==> config.mk <==
export PLATFORM = sky130hd
export DESIGN_NAME = chacha20_keystream_xor
export DESIGN_NICKNAME = d
export VERILOG_FILES = /design/src/design/cc_pkg.sv /design/src/design/cc_front.sv /design/src/design/cc_core.sv /design/src/design/cc_back.sv /design/src/design/chacha20_keystream_xor.sv
export SDC_FILE = /design/constraint.sdc
export NUM_CORES = 2
export LEC_CHECK = 0
export BUFFER_PORTS_ARGS = -buffer_cell sky130_fd_sc_hd__buf_2
export CORE_UTILIZATION = 30
export CTS_CLUSTER_DIAMETER = 50
export DETAILED_ROUTE_END_ITERATION = 10
export GPL_TIMING_DRIVEN = 0
export HOLD_SLACK_MARGIN = 0.05
export PLACE_DENSITY = 0.45
export SLEW_MARGIN = 40
export SYNTH_ARGS = -nofsm -noshare
export SYNTH_HDL_FRONTEND = slang
export SYNTH_SLANG_ARGS = --single-unit
export TNS_END_PERCENT = 50
==> constraint.sdc <==
create_clock -name clk_i -period 31 [get_ports clk_i]
set_input_delay 1.55 -clock clk_i [delete_from_list [all_inputs] [get_ports clk_i]]
set_output_delay 1.55 -clock clk_i [all_outputs]
set_load 0.1 [all_outputs]
==> src/design/cc_pkg.sv <==
package cc_pkg;

  localparam int unsigned WORD_W      = 32;
  localparam int unsigned NUM_WORDS   = 16;
  localparam int unsigned KEY_WORDS   = 8;
  localparam int unsigned NONCE_WORDS = 3;
  localparam int unsigned BYTE_W      = 8;
  localparam int unsigned POS_W       = 6;
  localparam int unsigned CFG_IDX_W   = 3;
  localparam int unsigned CFG_DATA_W  = 64;

  localparam int unsigned DEF_DOUBLE_ROUNDS = 10;
  localparam int unsigned DEF_QUEUE_DEPTH   = 4;

  typedef logic [WORD_W-1:0]    word_t;
  typedef logic [CFG_IDX_W-1:0] cfg_idx_t;

  // register map
  localparam cfg_idx_t REG_KEY_01   = 3'd0;
  localparam cfg_idx_t REG_KEY_23   = 3'd1;
  localparam cfg_idx_t REG_KEY_45   = 3'd2;
  localparam cfg_idx_t REG_KEY_67   = 3'd3;
  localparam cfg_idx_t REG_NONCE_01 = 3'd4;
  localparam cfg_idx_t REG_NONCE_2  = 3'd5;
  localparam cfg_idx_t REG_INIT_CTR = 3'd6;

  localparam word_t INIT_CTR_RESET = 32'd1;
  localparam logic [POS_W-1:0] POS_LAST = 6'd63;

  localparam word_t SIGMA [4] = '{32'h61707865, 32'h3320646E, 32'h79622D32, 32'h6B206574};

  // one queued byte, tagged by the front with its place in the block
  typedef struct packed {
    logic [BYTE_W-1:0] data;
    logic              last;
    logic              first;
    logic [POS_W-1:0]  pos;
  } item_t;

  // restart request from a register write; init_ctr is the counter to reload
  typedef struct packed {
    logic  valid;
    word_t init_ctr;
  } restart_t;

  typedef struct packed {
    word_t a;
    word_t b;
    word_t c;
    word_t d;
  } quad_t;

  function automatic word_t rotl(word_t v, int unsigned s);
    return (v << s) | (v >> (WORD_W - s));
  endfunction

  // half of a quarter round: rotations 16/12 first, 8/7 second
  function automatic quad_t half_qr(quad_t q, logic second);
    quad_t r;
    r   = q;
    r.a = r.a + r.b;
    r.d = second ? rotl(r.d ^ r.a, 8) : rotl(r.d ^ r.a, 16);
    r.c = r.c + r.d;
    r.b = second ? rotl(r.b ^ r.c, 7) : rotl(r.b ^ r.c, 12);
    return r;
  endfunction

endpackage

==> src/design/cc_front.sv <==
module cc_front #(
  parameter int unsigned QUEUE_DEPTH = cc_pkg::DEF_QUEUE_DEPTH
) (
  input  logic                      clk_i,
  input  logic                      rst_ni,
  input  logic                      push,
  output logic                      full,
  input  logic [cc_pkg::BYTE_W-1:0] in_byte_i,
  input  logic                      last_of_message_i,
  input  cc_pkg::restart_t          restart_i,
  input  logic                      deq_i,
  output logic                      head_valid_o,
  output cc_pkg::item_t             head_o
);

  localparam int unsigned PTR_W = $clog2(QUEUE_DEPTH);
  localparam int unsigned CNT_W = $clog2(QUEUE_DEPTH + 1);
  localparam logic [PTR_W-1:0] PTR_LAST = PTR_W'(QUEUE_DEPTH - 1);

  cc_pkg::item_t            mem_q [QUEUE_DEPTH];
  logic [PTR_W-1:0]         wr_ptr_q, rd_ptr_q;
  logic [CNT_W-1:0]         cnt_q, cnt_d;
  logic [cc_pkg::POS_W-1:0] pos_q, pos_d;
  cc_pkg::item_t            item;
  logic                     enq;

  assign full         = (cnt_q == CNT_W'(QUEUE_DEPTH));
  assign enq          = push && !full;
  assign head_valid_o = (cnt_q != '0);
  assign head_o       = mem_q[rd_ptr_q];

  // classify: position in block, block start flag
  always_comb begin
    item.data  = in_byte_i;
    item.last  = last_of_message_i;
    item.first = (pos_q == '0);
    item.pos   = pos_q;
  end

  always_comb begin
    pos_d = pos_q;
    if (restart_i.valid) begin
      pos_d = '0;
    end else if (enq) begin
      pos_d = last_of_message_i ? '0 : pos_q + 1'b1;
    end
  end

  always_comb begin
    unique case ({enq, deq_i})
      2'b10:   cnt_d = cnt_q + 1'b1;
      2'b01:   cnt_d = cnt_q - 1'b1;
      default: cnt_d = cnt_q;
    endcase
  end

  always_ff @(posedge clk_i) begin
    if (enq) begin
      mem_q[wr_ptr_q] <= item;
    end
  end

  // pointers wrap at the last entry, so any depth of two or more works
  always_ff @(posedge clk_i or negedge rst_ni) begin
    if (!rst_ni) begin
      wr_ptr_q <= '0;
      rd_ptr_q <= '0;
      cnt_q    <= '0;
      pos_q    <= '0;
    end else begin
      if (enq)   wr_ptr_q <= (wr_ptr_q == PTR_LAST) ? '0 : wr_ptr_q + 1'b1;
      if (deq_i) rd_ptr_q <= (rd_ptr_q == PTR_LAST) ? '0 : rd_ptr_q + 1'b1;
      cnt_q <= cnt_d;
      pos_q <= pos_d;
    end
  end

endmodule

==> src/design/cc_core.sv <==
module cc_core #(
  parameter int unsigned DOUBLE_ROUNDS = cc_pkg::DEF_DOUBLE_ROUNDS
) (
  input  logic          clk_i,
  input  logic          rst_ni,
  input  logic          start_i,
  input  cc_pkg::word_t ctr_i,
  input  cc_pkg::word_t key_i   [cc_pkg::KEY_WORDS],
  input  cc_pkg::word_t nonce_i [cc_pkg::NONCE_WORDS],
  output logic          done_o,
  output cc_pkg::word_t ks_o    [cc_pkg::NUM_WORDS]
);

  localparam int unsigned RND_W = $clog2(DOUBLE_ROUNDS);
  localparam logic [RND_W-1:0] RND_LAST = RND_W'(DOUBLE_ROUNDS - 1);

  localparam logic [1:0] ST_IDLE  = 2'd0;
  localparam logic [1:0] ST_ROUND = 2'd1;
  localparam logic [1:0] ST_FINAL = 2'd2;

  logic [1:0]       state_q, state_d;
  logic [1:0]       phase_q;   // [1]: diagonal round, [0]: second half
  logic [RND_W-1:0] rnd_q;

  cc_pkg::word_t init  [cc_pkg::NUM_WORDS];
  cc_pkg::word_t w_q   [cc_pkg::NUM_WORDS];
  cc_pkg::word_t w_stp [cc_pkg::NUM_WORDS];
  cc_pkg::word_t ks_q  [cc_pkg::NUM_WORDS];

  always_comb begin
    for (int unsigned i = 0; i < 4; i++) init[i] = cc_pkg::SIGMA[i];
    for (int unsigned i = 0; i < cc_pkg::KEY_WORDS; i++) init[4 + i] = key_i[i];
    init[12] = ctr_i;
    for (int unsigned i = 0; i < cc_pkg::NONCE_WORDS; i++) init[13 + i] = nonce_i[i];
  end

  // four quarter rounds side by side; diagonal lanes rotate the b/c/d rows
  always_comb begin
    cc_pkg::quad_t q;
    logic [3:0]    ia, ib, ic, id;
    logic [1:0]    dg;
    dg    = {1'b0, phase_q[1]};
    w_stp = w_q;
    for (int unsigned i = 0; i < 4; i++) begin
      ia  = 4'(i);
      ib  = {2'b01, 2'(2'(i) + dg)};
      ic  = {2'b10, 2'(2'(i) + {dg, 1'b0})};
      id  = {2'b11, 2'(2'(i) + dg + {dg, 1'b0})};
      q   = cc_pkg::half_qr({w_q[ia], w_q[ib], w_q[ic], w_q[id]}, phase_q[0]);
      w_stp[ia] = q.a;
      w_stp[ib] = q.b;
      w_stp[ic] = q.c;
      w_stp[id] = q.d;
    end
  end

  always_comb begin
    state_d = state_q;
    unique case (state_q)
      ST_IDLE:  if (start_i) state_d = ST_ROUND;
      ST_ROUND: if (phase_q == 2'd3 && rnd_q == RND_LAST) state_d = ST_FINAL;
      ST_FINAL: state_d = ST_IDLE;
      default:  state_d = ST_IDLE;
    endcase
  end

  always_ff @(posedge clk_i or negedge rst_ni) begin
    if (!rst_ni) begin
      state_q <= ST_IDLE;
      phase_q <= '0;
      rnd_q   <= '0;
    end else begin
      state_q <= state_d;
      if (state_q == ST_ROUND) begin
        phase_q <= phase_q + 1'b1;
        if (phase_q == 2'd3) rnd_q <= rnd_q + 1'b1;
      end else begin
        phase_q <= '0;
        rnd_q   <= '0;
      end
    end
  end

  always_ff @(posedge clk_i) begin
    if (state_q == ST_IDLE && start_i) begin
      w_q <= init;
    end else if (state_q == ST_ROUND) begin
      w_q <= w_stp;
    end
    if (state_q == ST_FINAL) begin
      for (int unsigned i = 0; i < cc_pkg::NUM_WORDS; i++) ks_q[i] <= w_q[i] + init[i];
    end
  end

  assign done_o = (state_q == ST_FINAL);
  assign ks_o   = ks_q;

endmodule

==> src/design/cc_back.sv <==
module cc_back #(
  parameter int unsigned DOUBLE_ROUNDS = cc_pkg::DEF_DOUBLE_ROUNDS
) (
  input  logic                      clk_i,
  input  logic                      rst_ni,
  input  logic                      head_valid_i,
  input  cc_pkg::item_t             head_i,
  output logic                      deq_o,
  input  cc_pkg::restart_t          restart_i,
  input  cc_pkg::word_t             key_i   [cc_pkg::KEY_WORDS],
  input  cc_pkg::word_t             nonce_i [cc_pkg::NONCE_WORDS],
  input  logic                      pop,
  output logic                      empty,
  output logic [cc_pkg::BYTE_W-1:0] out_byte_o,
  output logic                      out_last_o
);

  localparam logic ST_RUN = 1'b0;
  localparam logic ST_GEN = 1'b1;

  logic                      state_q;
  logic                      fresh_q;    // keystream belongs to the head's block
  cc_pkg::word_t             ctr_q;
  logic                      out_valid_q;
  logic [cc_pkg::BYTE_W-1:0] out_byte_q;
  logic                      out_last_q;

  logic                      slot_free, core_start, core_done, consume;
  cc_pkg::word_t             ks [cc_pkg::NUM_WORDS];
  cc_pkg::word_t             ks_word;
  logic [cc_pkg::BYTE_W-1:0] ks_byte;

  cc_core #(
    .DOUBLE_ROUNDS(DOUBLE_ROUNDS)
  ) u_core (
    .clk_i  (clk_i),
    .rst_ni (rst_ni),
    .start_i(core_start),
    .ctr_i  (ctr_q),
    .key_i  (key_i),
    .nonce_i(nonce_i),
    .done_o (core_done),
    .ks_o   (ks)
  );

  assign slot_free  = !out_valid_q || pop;
  assign core_start = (state_q == ST_RUN) && head_valid_i && head_i.first && !fresh_q;
  assign consume    = (state_q == ST_RUN) && head_valid_i && (!head_i.first || fresh_q) &&
                      slot_free;
  assign deq_o      = consume;

  assign ks_word = ks[head_i.pos[cc_pkg::POS_W-1:2]];
  assign ks_byte = ks_word[{head_i.pos[1:0], 3'b000} +: cc_pkg::BYTE_W];

  always_ff @(posedge clk_i or negedge rst_ni) begin
    if (!rst_ni) begin
      state_q     <= ST_RUN;
      fresh_q     <= 1'b0;
      ctr_q       <= cc_pkg::INIT_CTR_RESET;
      out_valid_q <= 1'b0;
    end else begin
      if (consume) begin
        out_valid_q <= 1'b1;
      end else if (pop) begin
        out_valid_q <= 1'b0;
      end
      if (restart_i.valid) begin
        ctr_q   <= restart_i.init_ctr;
        fresh_q <= 1'b0;
        state_q <= ST_RUN;
      end else begin
        unique case (state_q)
          ST_RUN: begin
            if (core_start) state_q <= ST_GEN;
          end
          ST_GEN: begin
            if (core_done) begin
              state_q <= ST_RUN;
              fresh_q <= 1'b1;
            end
          end
          default: state_q <= ST_RUN;
        endcase
        if (consume) begin
          fresh_q <= 1'b0;
          priority if (head_i.last) begin
            ctr_q <= restart_i.init_ctr;
          end else if (head_i.pos == cc_pkg::POS_LAST) begin
            ctr_q <= ctr_q + 1'b1;
          end
        end
      end
    end
  end

  always_ff @(posedge clk_i) begin
    if (consume) begin
      out_byte_q <= head_i.data ^ ks_byte;
      out_last_q <= head_i.last;
    end
  end

  assign empty      = !out_valid_q;
  assign out_byte_o = out_byte_q;
  assign out_last_o = out_last_q;

endmodule

==> src/design/chacha20_keystream_xor.sv <==
// ChaCha20 (RFC 8439) keystream XOR, one byte per transfer in each direction;
// encryption and decryption are the same operation. Key, nonce and the
// starting block counter are written through the cfg port while the block is
// idle; any write to a defined register (index 0..6) restarts the message at
// byte 0 of a fresh block with the block counter reloaded, and index 7 is
// ignored. Bytes enter a QUEUE_DEPTH-entry queue, where each is tagged with
// its place in the 64-byte block. Within a block one byte leaves per cycle
// while results are popped. The first byte of each block waits for the block
// function, which starts only once that byte is at the queue head, so it never
// overlaps the previous block: four quarter-round lanes side by side do half a
// round per cycle through DOUBLE_ROUNDS double rounds, then a final step adds
// the input state. A mid-block byte passes through the queue and the output
// register. A byte with last_of_message set ends the message: the next byte
// starts a new block at the configured initial counter. Otherwise the counter
// advances by one modulo 2^32 after each block.
module chacha20_keystream_xor #(
  parameter int unsigned DOUBLE_ROUNDS = cc_pkg::DEF_DOUBLE_ROUNDS,
  parameter int unsigned QUEUE_DEPTH   = cc_pkg::DEF_QUEUE_DEPTH
) (
  input  logic                          clk_i,
  input  logic                          rst_ni,
  // input queue side
  input  logic                          push,
  output logic                          full,
  input  logic [cc_pkg::BYTE_W-1:0]     in_byte_i,
  input  logic                          last_of_message_i,
  // result queue side
  output logic                          empty,
  input  logic                          pop,
  output logic [cc_pkg::BYTE_W-1:0]     out_byte_o,
  output logic                          out_last_o,
  // register writes
  input  logic                          cfg_valid_i,
  output logic                          cfg_ready_o,
  input  logic [cc_pkg::CFG_IDX_W-1:0]  cfg_index_i,
  input  logic [cc_pkg::CFG_DATA_W-1:0] cfg_data_i
);

  cc_pkg::word_t    key_q   [cc_pkg::KEY_WORDS];
  cc_pkg::word_t    nonce_q [cc_pkg::NONCE_WORDS];
  cc_pkg::word_t    init_ctr_q;

  cc_pkg::word_t    lo, hi;
  logic             cfg_wr;
  cc_pkg::restart_t restart;
  logic             deq, head_valid;
  cc_pkg::item_t    head;

  // writes are always taken
  assign cfg_ready_o = 1'b1;
  assign cfg_wr      = cfg_valid_i && cfg_ready_o;
  assign lo          = cfg_data_i[31:0];
  assign hi          = cfg_data_i[63:32];

  // restart takes effect on the write's transfer edge, in front and back alike;
  // the counter to reload follows a same-edge write of the initial counter
  assign restart.valid    = cfg_wr && (cfg_index_i <= cc_pkg::REG_INIT_CTR);
  assign restart.init_ctr = (cfg_wr && cfg_index_i == cc_pkg::REG_INIT_CTR) ? lo : init_ctr_q;

  always_ff @(posedge clk_i or negedge rst_ni) begin
    if (!rst_ni) begin
      for (int unsigned i = 0; i < cc_pkg::KEY_WORDS; i++) key_q[i] <= '0;
      for (int unsigned i = 0; i < cc_pkg::NONCE_WORDS; i++) nonce_q[i] <= '0;
      init_ctr_q <= cc_pkg::INIT_CTR_RESET;
    end else if (cfg_wr) begin
      unique case (cfg_index_i)
        cc_pkg::REG_KEY_01: begin
          key_q[0] <= lo;
          key_q[1] <= hi;
        end
        cc_pkg::REG_KEY_23: begin
          key_q[2] <= lo;
          key_q[3] <= hi;
        end
        cc_pkg::REG_KEY_45: begin
          key_q[4] <= lo;
          key_q[5] <= hi;
        end
        cc_pkg::REG_KEY_67: begin
          key_q[6] <= lo;
          key_q[7] <= hi;
        end
        cc_pkg::REG_NONCE_01: begin
          nonce_q[0] <= lo;
          nonce_q[1] <= hi;
        end
        cc_pkg::REG_NONCE_2:  nonce_q[2] <= lo;
        cc_pkg::REG_INIT_CTR: init_ctr_q <= lo;
        default: ;  // undefined index: no effect
      endcase
    end
  end

  cc_front #(
    .QUEUE_DEPTH(QUEUE_DEPTH)
  ) u_front (
    .clk_i            (clk_i),
    .rst_ni           (rst_ni),
    .push             (push),
    .full             (full),
    .in_byte_i        (in_byte_i),
    .last_of_message_i(last_of_message_i),
    .restart_i        (restart),
    .deq_i            (deq),
    .head_valid_o     (head_valid),
    .head_o           (head)
  );

  cc_back #(
    .DOUBLE_ROUNDS(DOUBLE_ROUNDS)
  ) u_back (
    .clk_i       (clk_i),
    .rst_ni      (rst_ni),
    .head_valid_i(head_valid),
    .head_i      (head),
    .deq_o       (deq),
    .restart_i   (restart),
    .key_i       (key_q),
    .nonce_i     (nonce_q),
    .pop         (pop),
    .empty       (empty),
    .out_byte_o  (out_byte_o),
    .out_last_o  (out_last_o)
  );

endmodule

==> reports/qor.txt <==
Final Setup Violations: 0
Mean Syn Cell Area: 10.3 um2
Metal2 WL: 344 mm
FMAX: 67.1 MHz
Die ar.: 0.354 mm2
Worst-case clock buffer depth: 4
Total Routed Length: 823 mm
Clock transition at the registers of the reported paths: 60 ps
Largest family of logic cells by synthesized area: compound AO/OA/AOI/OAI gates
Worst hold path startpoint: u_back.u_core.w_q[384]$_SDFFE_PP0P_
Final Non-Filler Cells: 15800
Hpwl dp: 703 mm
TritonRoute pass-1 iters: 7
Max incr delay on CP: 830 ps
Slew headroom: 0.274
Post-CTS Hold Fix Bufs: 0
Fillers: 34400
Worst slew pin tran: 1090 ps
Final ANT Viol Nets: 0
Highest Signal Layer: met5
Arrival @ worst endpoint: 15680 ps
Tcrit/Tclk final: 0.481
Worst setup startpoint: u_back.u_core.phase_q[1]$_DFF_PN0_
GP Congestion: 1.15
Sequential share of the synthesized area: 0.405
Core Rows: 217
Synth Area in Compound Gates: 0.162
Die extent in y: 595 um
Fin. max-slew vios: 0
Routed wire length per instance: 52.1 um
DP Area: 0.121 mm2
Total GRT Usage: 0.452
TritonCTS Buffers: 285
Critical R2R Launch: u_back.u_core.phase_q[1]$_DFF_PN0_
Post-cts resize count: 0
Met1 wire length: 311 mm
Yosys Warn Count: 0
Yosys cell types: 100
Vias: 99300
Synth Area in XOR/XNOR: 0.0835
Initial antenna violation count: 154
Syn_nets: 10900
Share of layout cells above drive strength 1: 0.227
GRT overflow: 0
Layout area overhead: 24.7%
Largest net degree at the start of global routing: 65
Port bufs: 88
Post-synth top flop: edfxtp_1
Global-route wire length before repair: 1020 mm
Mapped Area: 0.105 mm2
Critical path endpoint category: register
H-tree levels: 5
Max-cap violations: 0
Post-synth EDFFs: 969
Yosys reg bits: 1537
Critical Path RT: 31770 ps
Clk_skew: 78.1 ps
CP startpoint kind: register
RSZ-0062 raised after global routing: no
Setup CP Type: register to register
Die Span X: 595 um
CTS tree: built
FFs w/ async S/R, synth: 0.286
Post-synthesis instance total: 10200
Hold crit path type: register to register
Vias in the first global route: 93100
Finished Cell Area: 0.131 mm2
Simple-gate share of the synthesized area: 0.103
Placed instance count: 15200
Met3 wire len: 82.5 mm
Io pins: 93
Outcome: finished, final reports clean
DRT iter0 DRCs: 14200
Via/cell ratio: 6.29
Fin nets: 11600
Max FO, Critical Path: 10
DRC viols: 0
Post-synthesis mux area share: 0.140
Clock sink count: 1537
Post-synth top area share: 0.276
Root Buffer: clkbuf_16
Cell repeated most along the worst path: buf_2
Post-synth top area cell: edfxtp_1
Post-synthesis adder-cell area fraction: 0.0795
CP max stage cell: xor2_1
Initial Utilization: 0.302
Core ar.: 0.350 mm2
Synth top area cells: edfxtp_1 (28%), dfrtp_1 (10%), ha_1 (7.5%)
Clk_lat worst skew: 970 ps
Fin. Hold Viols: 0
Setup bufs post-CTS: 0
Minimum clock period after layout: 14910 ps
## layout by cell type, fill, tap and decap left out, types with 148 or more instances in the layout
| master | instances |
|---|---|
| inv_1 | 281 |
| mux2i_1 | 369 |
| xnor2_1 | 458 |
| xor2_1 | 249 |
| edfxtp_1 | 969 |
| dfrtp_1 | 438 |
| nand2_1 | 759 |
| xnor2_2 | 165 |
| o21ai_0 | 612 |
| nor2_1 | 683 |
| ha_1 | 636 |
| a21o_1 | 262 |
| buf_2 | 175 |
| mux2_2 | 614 |
| nand3_1 | 156 |
| clkbuf_1 | 159 |
| clkbuf_2 | 171 |
| clkbuf_16 | 289 |
| a21oi_1 | 790 |
| mux4_2 | 148 |
## critical path: cells and delay by family, from the launching register on
family	cells	cell delay (ps)
xor+xnor	3	1450
buf+inv	7	3460
compound gates	12	5060
fa+ha+maj	3	1240
mux	1	380
flops	1	350
simple gates	6	2570
## metal layers
| layer | vias to the layer above | global-route usage |
|---|---|---|
| li1 | 39600 | - |
| met1 | 51500 | 0.537 |
| met2 | 6467 | 0.663 |
| met3 | 1751 | 0.139 |
| met4 | 42 | 0.392 |
| met5 | - | 0 |
## final timing paths
check / slack [ps] / to / cells after the start
worst max register to register: 16090 / u_back.u_core.w_q[357]$_DFFE_PP_ / 32
worst min-delay path: 480 / u_back.u_core.ks_o[384]$_DFFE_PP_ / 0
max in group asynchronous: 28780 / key_q[133]$_DFFE_PN0P_ / 4
worst min register to register: 480 / u_back.u_core.ks_o[384]$_DFFE_PP_ / 0
worst max-delay path: 16090 / u_back.u_core.w_q[357]$_DFFE_PP_ / 32
min in group asynchronous: 550 / key_q[61]$_DFFE_PN0P_ / 1
## logic make-up (layout without fill, tap and decap cells)
group,count (synthesis),after routing
multiplexers,1218,1218
buffers and inverters,725,1642
AND/OR/NAND/NOR,2351,2351
XOR/XNOR,984,984
adder cells (fa/ha/maj),657,657
AO/OA/AOI/OAI,2733,2733
other,1,80
flip-flops,1537,1537
## sequential cells by signal (all words and copies together) (netlist names), 2 cells and up
| register | flops |
|---|---|
| init_ctr_q | 32 |
| key_q | 256 |
| nonce_q | 96 |
| u_back.ctr_q | 32 |
| u_back.out_byte_o | 8 |
| u_back.u_core.ks_o | 512 |
| u_back.u_core.phase_q | 2 |
| u_back.u_core.rnd_q | 4 |
| u_back.u_core.state_q | 2 |
| u_back.u_core.w_q | 512 |
| u_front.cnt_q | 3 |
| u_front.mem_q | 64 |
| u_front.pos_q | 6 |
| u_front.rd_ptr_q | 2 |
| u_front.wr_ptr_q | 2 |
## Yosys cell counts (19+ instances only)
cell and instances:
edfxtp_1 969, a21oi_1 837, nand2_1 759, nor2_1 698, o21ai_0 669, xnor2_1 637
ha_1 636, mux2_2 614, mux2i_1 456, dfrtp_1 438, clkbuf_1 350, xor2_1 333
inv_1 282, a21o_1 262, nand3_1 157, a211oi_1 148, mux4_2 148, nor3_1 136
dfxtp_1 128, nor2b_1 114, nand2b_1 104, a31oi_1 100, o21a_1 95, and3_1 92
o21bai_1 87, o211ai_1 64, o22ai_1 63, buf_1 61, nand4_1 52, a221oi_1 45
and2_1 45, or3_1 40, a21boi_0 34, o31ai_1 33, or2_2 33, nor4_1 29
buf_2 27, a22o_1 25, a211o_1 22, a221o_1 21, fa_1 21, and4_1 20
nand3b_1 20, a2111oi_0 19, o22a_1 19
## area by class of cell
type,instances,area (um2),share of cell area
antenna,79,198,0.00150
buffer,440,2230,0.0170
clock buffer,351,7660,0.0583
clock inverter,176,2040,0.0155
inverter,285,1070,0.00814
multi-input combinational,7944,63900,0.486
sequential,1537,42700,0.325
tap,4599,5750,0.0438
timing repair buffer,390,5890,0.0448
## stage by stage
| step | hold WS, ps | TNS [ps] | util | setup WS, ps |
|---|---|---|---|---|
| after floorplan | 437 | 0 | - | 6360 |
| after global placement | 464 | -3100760 | 0.319 | -6400 |
| after detailed placement | 467 | 0 | 0.346 | 16840 |
| after CTS | 483 | 0 | 0.374 | 16800 |
| after global routing | 495 | 0 | 0.375 | 16640 |
| final | 478 | 0 | 0.376 | 16090 |
Power is left out: the tool's default activity adds up to more than one toggle a clock period on the data nets, which glitch-free logic cannot reach.
